**config.mk**
```make
export PLATFORM = sky130hd
export DESIGN_NAME = stx_etx_xor_bcc_framer_top
export DESIGN_NICKNAME = d
export VERILOG_FILES = /design/src/hw/rtl/stxf_pkg.sv /design/src/hw/rtl/stxf_seq.sv /design/src/hw/rtl/stx_etx_xor_bcc_framer_top.sv
export SDC_FILE = /design/constraint.sdc
export NUM_CORES = 1
export LEC_CHECK = 0
export CORE_UTILIZATION = 50
export CTS_CLUSTER_DIAMETER = 80
export CTS_CLUSTER_SIZE = 20
export DETAILED_ROUTE_END_ITERATION = 10
export DONT_BUFFER_PORTS = 1
export PLACE_DENSITY = 0.69
export SLEW_MARGIN = 25
export SYNTH_ARGS = -nofsm -noshare
export SYNTH_HDL_FRONTEND = slang
export SYNTH_HIERARCHICAL = 1
export SYNTH_SLANG_ARGS = --single-unit
```
**constraint.sdc**
```tcl
create_clock -name clock -period 4.8 [get_ports clock]
set_input_delay 0.72 -clock clock [delete_from_list [all_inputs] [get_ports clock]]
set_output_delay 0.72 -clock clock [all_outputs]
set_load 0.005 [all_outputs]
```
**src/hw/rtl/stxf_pkg.sv**
```systemverilog
package stxf_pkg;

   localparam logic [7:0] STX_CHAR = 8'h02;
   localparam logic [7:0] ETX_CHAR = 8'h03;
   localparam logic [7:0] CR_CHAR = 8'h0D;
   localparam logic [7:0] LF_CHAR = 8'h0A;
   localparam logic [7:0] BCC_MASK = 8'h03;
   localparam logic [7:0] ZERO_CHAR = 8'h30;
   localparam logic [7:0] UPPER_A_CHAR = 8'h41;
   localparam logic [3:0] TEN_NIB = 4'd10;

   typedef struct packed {
      logic [7:0] payload_byte;
      logic       frame_end;
   } req_type;

   typedef struct packed {
      logic [7:0] out_byte;
      logic       out_last;
   } rsp_type;

   typedef enum logic [6:0] {
      PH_STX  = 7'b0000001,
      PH_DATA = 7'b0000010,
      PH_ETX  = 7'b0000100,
      PH_HI   = 7'b0001000,
      PH_LO   = 7'b0010000,
      PH_CR   = 7'b0100000,
      PH_LF   = 7'b1000000
   } phase_type;

   function automatic logic [7:0] hex_digit(input logic [3:0] nib);
      logic [7:0] res;
      if (nib < TEN_NIB) begin
         res = ZERO_CHAR + {4'd0, nib};
      end else begin
         res = UPPER_A_CHAR + {4'd0, nib - TEN_NIB};
      end
      return res;
   endfunction

endpackage

```
**src/hw/rtl/stxf_seq.sv**
```systemverilog
module stxf_seq (
   input  logic              clock,
   input  logic              reset,
   input  logic              req_valid,
   output logic              req_ready,
   input  stxf_pkg::req_type req_data,
   output logic              byte_valid,
   input  logic              byte_ready,
   output stxf_pkg::rsp_type byte_data
);

   stxf_pkg::req_type   item_ff, item_in;
   logic                item_vld_ff, item_vld_in;
   stxf_pkg::phase_type phase_ff, phase_in;
   logic                inside_ff, inside_in;
   logic [7:0]          accum_ff, accum_in;
   logic [7:0]          bcc;
   logic                adv;
   logic                done;
   logic                accept;

   assign bcc = accum_ff ^ stxf_pkg::BCC_MASK;
   assign byte_valid = item_vld_ff;
   assign adv = item_vld_ff && byte_ready;
   assign req_ready = !item_vld_ff || done;
   assign accept = req_valid && req_ready;

   always_comb begin
      byte_data = '0;
      done = 1'b0;
      phase_in = phase_ff;
      inside_in = inside_ff;
      accum_in = accum_ff;
      case (phase_ff)
         stxf_pkg::PH_STX: begin
            byte_data.out_byte = stxf_pkg::STX_CHAR;
            if (adv) begin
               phase_in = stxf_pkg::PH_DATA;
               inside_in = 1'b1;
            end
         end
         stxf_pkg::PH_DATA: begin
            byte_data.out_byte = item_ff.payload_byte;
            if (adv) begin
               accum_in = accum_ff ^ item_ff.payload_byte;
               if (item_ff.frame_end) begin
                  phase_in = stxf_pkg::PH_ETX;
               end else begin
                  done = 1'b1;
               end
            end
         end
         stxf_pkg::PH_ETX: begin
            byte_data.out_byte = stxf_pkg::ETX_CHAR;
            if (adv) begin
               phase_in = stxf_pkg::PH_HI;
            end
         end
         stxf_pkg::PH_HI: begin
            byte_data.out_byte = stxf_pkg::hex_digit(bcc[7:4]);
            if (adv) begin
               phase_in = stxf_pkg::PH_LO;
            end
         end
         stxf_pkg::PH_LO: begin
            byte_data.out_byte = stxf_pkg::hex_digit(bcc[3:0]);
            if (adv) begin
               phase_in = stxf_pkg::PH_CR;
            end
         end
         stxf_pkg::PH_CR: begin
            byte_data.out_byte = stxf_pkg::CR_CHAR;
            if (adv) begin
               phase_in = stxf_pkg::PH_LF;
            end
         end
         stxf_pkg::PH_LF: begin
            byte_data.out_byte = stxf_pkg::LF_CHAR;
            byte_data.out_last = 1'b1;
            if (adv) begin
               done = 1'b1;
               inside_in = 1'b0;
               accum_in = '0;
            end
         end
         default: begin
            byte_data = '0;
         end
      endcase
      item_in = item_ff;
      item_vld_in = item_vld_ff && !done;
      if (accept) begin
         item_in = req_data;
         item_vld_in = 1'b1;
         phase_in = inside_in ? stxf_pkg::PH_DATA : stxf_pkg::PH_STX;
      end
   end

   always_ff @(posedge clock) begin
      item_ff <= item_in;
      if (reset) begin
         item_vld_ff <= 1'b0;
         phase_ff <= stxf_pkg::PH_STX;
         inside_ff <= 1'b0;
         accum_ff <= '0;
      end else begin
         item_vld_ff <= item_vld_in;
         phase_ff <= phase_in;
         inside_ff <= inside_in;
         accum_ff <= accum_in;
      end
   end

endmodule

```
**src/hw/rtl/stx_etx_xor_bcc_framer_top.sv**
```systemverilog
// channel   direction  item
// req_      in         payload_byte, frame_end
// rsp_      out        out_byte, out_last
//
// one output byte per cycle while the receiver is ready; an item gives 1 byte, 2 with STX, 6 or 7 with the trailer
// the byte sequencer steps once per output byte and holds the item while the trailer goes out
// the result register takes a new byte whenever it is empty or being drained
// reset clears the frame state and drops both valids

module stx_etx_xor_bcc_framer_top (
   input  logic              clock,
   input  logic              reset,
   input  logic              req_valid,
   output logic              req_ready,
   input  stxf_pkg::req_type req_data,
   output logic              rsp_valid,
   input  logic              rsp_ready,
   output stxf_pkg::rsp_type rsp_data
);

   logic              byte_valid;
   logic              byte_ready;
   stxf_pkg::rsp_type byte_data;
   logic              rsp_vld_ff, rsp_vld_in;
   stxf_pkg::rsp_type rsp_data_ff;

   stxf_seq u_seq (
      .clock      (clock),
      .reset      (reset),
      .req_valid  (req_valid),
      .req_ready  (req_ready),
      .req_data   (req_data),
      .byte_valid (byte_valid),
      .byte_ready (byte_ready),
      .byte_data  (byte_data)
   );

   assign byte_ready = !rsp_vld_ff || rsp_ready;
   assign rsp_vld_in = byte_valid || (rsp_vld_ff && !rsp_ready);

   always_ff @(posedge clock) begin
      if (byte_valid && byte_ready) begin
         rsp_data_ff <= byte_data;
      end
      if (reset) begin
         rsp_vld_ff <= 1'b0;
      end else begin
         rsp_vld_ff <= rsp_vld_in;
      end
   end

   assign rsp_valid = rsp_vld_ff;
   assign rsp_data = rsp_data_ff;

   a_last_is_lf: assert property (@(posedge clock) disable iff (reset)
      rsp_valid && rsp_data.out_last |-> rsp_data.out_byte == stxf_pkg::LF_CHAR)
      else $error("last byte is not LF");

   a_reset_clears: assert property (@(posedge clock)
      reset |=> !rsp_valid)
      else $error("result valid after reset");

   a_held_byte: assert property (@(posedge clock) disable iff (reset)
      rsp_valid && !rsp_ready |=> rsp_valid && $stable(rsp_data))
      else $error("stalled byte changed");

endmodule

```
* After elaboration in Yosys (flattened, before gate mapping)
Cells that the tools add are included. W data, S select, Z words.
Operators by class: $add $sub $neg 6, $mul 0, divide/modulo/power cells 0, order comparisons 2, equality and inequality tests 16, shift operators 0, multiplexer cells 25, bitwise gates (word level) 2, reductions and logical operators 15
Operators by type and width (count):
- $mux W7 | 8
- $pmux W8 S7 | 1
- $pmux W7 S6 | 1
- $mux W8 | 4
- $ne A3 B1 Y1 const B | 7
- $add A7 B4 Y8 const A | 2
- $pmux W8 S2 | 1
- $add A6 B4 Y7 const A | 2
- $lt A4 B4 Y1 const B | 2
- $reduce_and A8 Y1 | 1
- $sub A4 B4 Y4 const B | 2
- $xor A8 B8 Y8 | 1
- $eq A7 B1 Y1 const B | 1
- $eq A7 B2 Y1 const B | 1
- $eq A7 B3 Y1 const B | 1
- $eq A7 B4 Y1 const B | 1
- $eq A7 B5 Y1 const B | 1
- $eq A7 B6 Y1 const B | 1
- $eq A7 B7 Y1 const B | 1
- $mux W1 | 7
- $reduce_bool A7 Y1 | 1
- $logic_and A1 B1 Y1 | 4
- $logic_not A1 Y1 | 4
- $ne A2 B1 Y1 const B | 2
- 6 further kinds | 9
Word-level totals: register bits 36, bits in latches 0, memory bits (writable) 0, ROM bits 0, input port bits 13, output and inout port bits 11, logic and storage cells 75, memories 0

* Longest topological paths before layout
depth after elaboration 9, mapped depth 7, mapped depth without buffers 7

* Cells and area by module
The synthesis kept the hierarchy.
By module, submodules not included:
- stxf_seq | instances 1, cells each 172, area an instance 1556.5 µm², seq. area each 610.6 µm²
- stx_etx_xor_bcc_framer_top | instances 1, cells each 14, area an instance 325.3 µm², seq. area each 290.3 µm²

* Worst setup path before layout
No wires, ideal clock.
path kind reg-to-reg, from reg u_seq.phase_ff[2], to reg u_seq.phase_ff[1], library setup time 124 ps, arrival time 2289 ps, required time 4676 ps, slack 2386 ps, stages on the path, launching flop included 8, path buffers 2, period minus slack after synthesis 2414 ps, path through dfxtp_1 -> buf_4 -> nor4_1 -> nand3_1 -> a31oi_1 -> or2_2 -> buf_2 -> o22ai_1
On the way: cells in the longest elaborated chain, start to end 6, elaborated cells on any way between the ends 23, classes of those cells eq/ne: 14; mux: 5; reduce/logical: 4
RTL lines:
- from (decl) | line stxf_seq.sv:14 | stxf_pkg::phase_type phase_ff, phase_in;
- from (signal assigned) | line stxf_seq.sv:103 | phase_ff <= stxf_pkg::PH_STX;
- from (signal assigned) | line stxf_seq.sv:108 | phase_ff <= phase_in;
- $eq A7 B7 Y1 or $eq A7 B2 Y1 (tied branches) | line stxf_seq.sv:34 | case (phase_ff)
- $pmux W1 S2 (*) | line stxf_seq.sv:34
- $logic_or A1 B1 Y1 (*) | line stxf_seq.sv:25 | assign req_ready = !item_vld_ff || done;
- $logic_and A1 B1 Y1 (*) | line stxf_seq.sv:26 | assign accept = req_valid && req_ready;
- named net u_seq.accept | line stxf_seq.sv:20 | logic accept;
- $reduce_bool A7 Y1 (no line) or $ne A3 B1 Y1 (tied branches)
- $reduce_and A8 Y1 (no line)
Mark *: on every way through the listed nets, which the timed path passes. The rest lies on a longest branch. A chain may end at the register's enable or synchronous reset.

* Worst setup path after layout
from reg u_seq.phase_ff[1], to out req_ready
On the way: cells in the longest elaborated chain, start to end 3, elaborated cells on any way between the ends 4, classes of those cells eq/ne: 2; mux: 1; reduce/logical: 1
RTL lines:
- $eq A7 B7 Y1 or $eq A7 B2 Y1 (tied branches) | line stxf_seq.sv:34
- $pmux W1 S2 (*) | line stxf_seq.sv:34
- $logic_or A1 B1 Y1 (*) | line stxf_seq.sv:25
- to (decl) | line stx_etx_xor_bcc_framer_top.sv:14 | output logic req_ready,
Every way passes the cells marked *; elsewhere a longest branch is shown, timed or not.

==> results.toml <==
[status]
status = "finished, final reports clean"

[die]
core_sq_um = 3470
dieWidth_um = 63.4
rows = 21
io_pins = 24
dieArea_sq_um = 4010
die_y_um = 63.4
initial_core_util = 0.543

[synth]
yosysSeqAreaShare = 0.479
ys_warn_count = 6
ys_top_cells_by_area = "edfxtp_1 29%, dfxtp_1 19%, o211ai_1 4.0%, xor2_1 3.7%, ha_1 3.3%"
synth_top_area_frac = 0.287
synth_largest_area_cell = "edfxtp_1"
synth_commonest_cells = "18 x dfxtp_1, 18 x edfxtp_1, 13 x nand2_1"
synth_edf_count = 18
synthesis.area_sq_um = 1880
syn_avg_cell_area_sq_um = 10.1
ys_ff_latch = 36
async_flop_share = 0
synth_flop_cell = "edfxtp_1"
syn_inst = 186
synth_cell_types = 48
syn_nets = 204

[timing]
setup-tns-final_ps = 0
hold_violations = 0
layout_min_cycle_time_ps = 2760
finalCritPeriodShare = 0.574
finalSetupViolations = 0
maxSlewViolCount = 0
skew_ps = 3.04
max_freq_mhz = 363
max_slew_margin = 0.339
rsz0062_at_grt = "no"
worst_pin_slew_ps = 983

[route]
dr.pass1.iters = 4
m1WireLength_mm = 1.73
dr_total_vias = 1407
drt-total-wl_mm = 3.85
avgRoutedWirePerCell_um = 16.8
wl_met2_mm = 1.75
ant_nets = 0
drcViolationCount = 0
drtIter0Drc = 107
highest_layer = "met4"
via_per_inst = 6.14
wl_met3_um = 313

[final_layout]
antenna_cells = 0
drive_gt1_frac = 0.0984
syn2layout_area_growth_pct = 5.12
nets = 200

[cts]
h-tree-depth = 2
postCtsResizedCells = 0
post_cts_buffers = 0
worstSkewPairLatency_ps = 290
clkSinkCount = 36
holdBufCountCts = 0
clockBufferDepth = 2
cts_tree = "done"
cts.root.buffer_cell = "clkbuf_8"
cts_inserted_buffers = 5
clkTransAtPathRegs_ps = 70

[setup_path]
critPathKind = "flop to output port"
path_cells = "nor4_1 > nand3_1 > nand3_1"
path_common_cell = "nand3_1"
cp_max_fo = 11
cpPeakStageDelay_ps = 870
end_kind = "output port"
slowest_stage = "nor4_1"
startpoint_type = "flop"
crit_required_ps = 4080
critical_path_arrival_ps = 2040

[placement]
port_buffers = 0
dp_hpwl_mm = 2.78
globalplace.congestion = 0.950

[grt]
antenna_found_initial = 0
grt_max_degree = 17
overflow = 0
grt_usage = 0.207
grt_pass1_vias = 1325
grt_pass1_wl_mm = 6.30

[job]
drv_cap = 0

[power_and_ir_drop]
power_mw = 0.623
powerDensity_nw_per_um2 = 315
ir_drop_mv = 0.194
p_leak_nw = 0.676

[hold_path]
min_path_type = "primary input to flop"
[cells by family (layout without fill, tap and decap cells)]
| logic type | count (synthesis) | in the layout | synth area share |
|---|---|---|---|
| simple gates | 63 | 63 | 0.203 |
| compound gates | 48 | 48 | 0.166 |
| flops | 36 | 36 | 0.479 |
| buf+inv | 19 | 16 | 0.0479 |
| xor+xnor | 14 | 14 | 0.0652 |
| fa+ha+maj | 5 | 5 | 0.0332 |
| mux | 1 | 1 | 0.00532 |
[cell usage in the layout (no fill, tap or decap), types with 2 or more instances in the layout]
cell type | synthesis | final
and2_1 | 4 | 4
and3_1 | 2 | 2
xor2_1 | 8 | 8
a31oi_1 | 4 | 3
dfxtp_1 | 18 | 18
o22ai_1 | 2 | 2
clkinv_2 | 0 | 2
clkbuf_8 | 0 | 6
nand2_1 | 13 | 13
a22oi_1 | 2 | 2
nor2b_1 | 2 | 2
a21oi_1 | 11 | 11
xnor2_1 | 6 | 6
nor4b_1 | 3 | 3
o21ai_0 | 9 | 9
edfxtp_1 | 18 | 18
inv_1 | 8 | 8
a21o_1 | 2 | 2
ha_1 | 5 | 5
nand2b_1 | 2 | 2
nor2_1 | 12 | 12
o211ai_1 | 10 | 10
nor4_1 | 3 | 3
nand3_1 | 9 | 9
[routing by layer]
layer / global-route usage / vias to the layer above
li1: - / 672
met1: 0.275 / 667
met2: 0.303 / 63
met3: 0.0797 / 5
met4: 0.0739 / 0
met5: 0 / -
[registers in the layout, summed over array words and instances, names as in the netlist]
| name | flops |
|---|---|
| rsp_data | 9 |
| u_seq/item_ff | 9 |
| u_seq/accum_ff | 8 |
| u_seq/phase_ff | 7 |
| rsp_valid | 1 |
| u_seq/byte_valid | 1 |
| u_seq/inside_ff | 1 |
[power breakdown]
group	internal [mW]	switching, mW	leakage, nW	total, mW
clock network	0.114	0.105	0.0510	0.219
logic	0.0207	0.0318	0.304	0.0525
registers	0.338	0.0126	0.320	0.351
total	0.473	0.149	0.676	0.623
[critical path, delay by kind of cell, from the launching register on]
family	cells	cell delay, ps
flops	1	400
simple gates	3	1350
[per-stage QoR]
step | instances | area [sq um] | setup WS [ps] | util | hold slack, ps
2_1_floorplan | 186 | 1880 | 2390 | - | 473
5_1_grt | 229 | 1980 | 1980 | 0.570 | 469
6_report | 229 | 1980 | 2040 | 0.570 | 484
4_1_cts | 229 | 1970 | 1910 | 0.569 | 477
3_5_place_dp | 221 | 1880 | 1920 | 0.542 | 494
3_3_place_gp | 221 | 1880 | 2040 | 0.542 | 491
[final timing paths]
| path | from | to | slack [ps] | depth (start not counted) |
|---|---|---|---|---|
| worst max-delay path | u_seq/phase_ff[1]$_SDFFE_PP0P_ | req_ready | 2040 | 3 |
| worst min-delay path | reset | rsp_valid$_SDFF_PP0_ | 480 | 1 |
| worst max register to register | u_seq/phase_ff[1]$_SDFFE_PP0P_ | u_seq/phase_ff[1]$_SDFFE_PP0P_ | 2120 | 5 |
| worst min register to register | u_seq/byte_valid$_SDFF_PP0_ | rsp_valid$_SDFF_PP0_ | 520 | 2 |
[area by class of cell]
class                      instances  area (sq um)
clock buffer                       6          82.6
sequential                        36           901
multi-input combinational        131           897
clock inverter                     2          10.0
tap                               46          57.6
inverter                           8          30.0
fill                             311          1490
(Power assumes the default switching activity.)
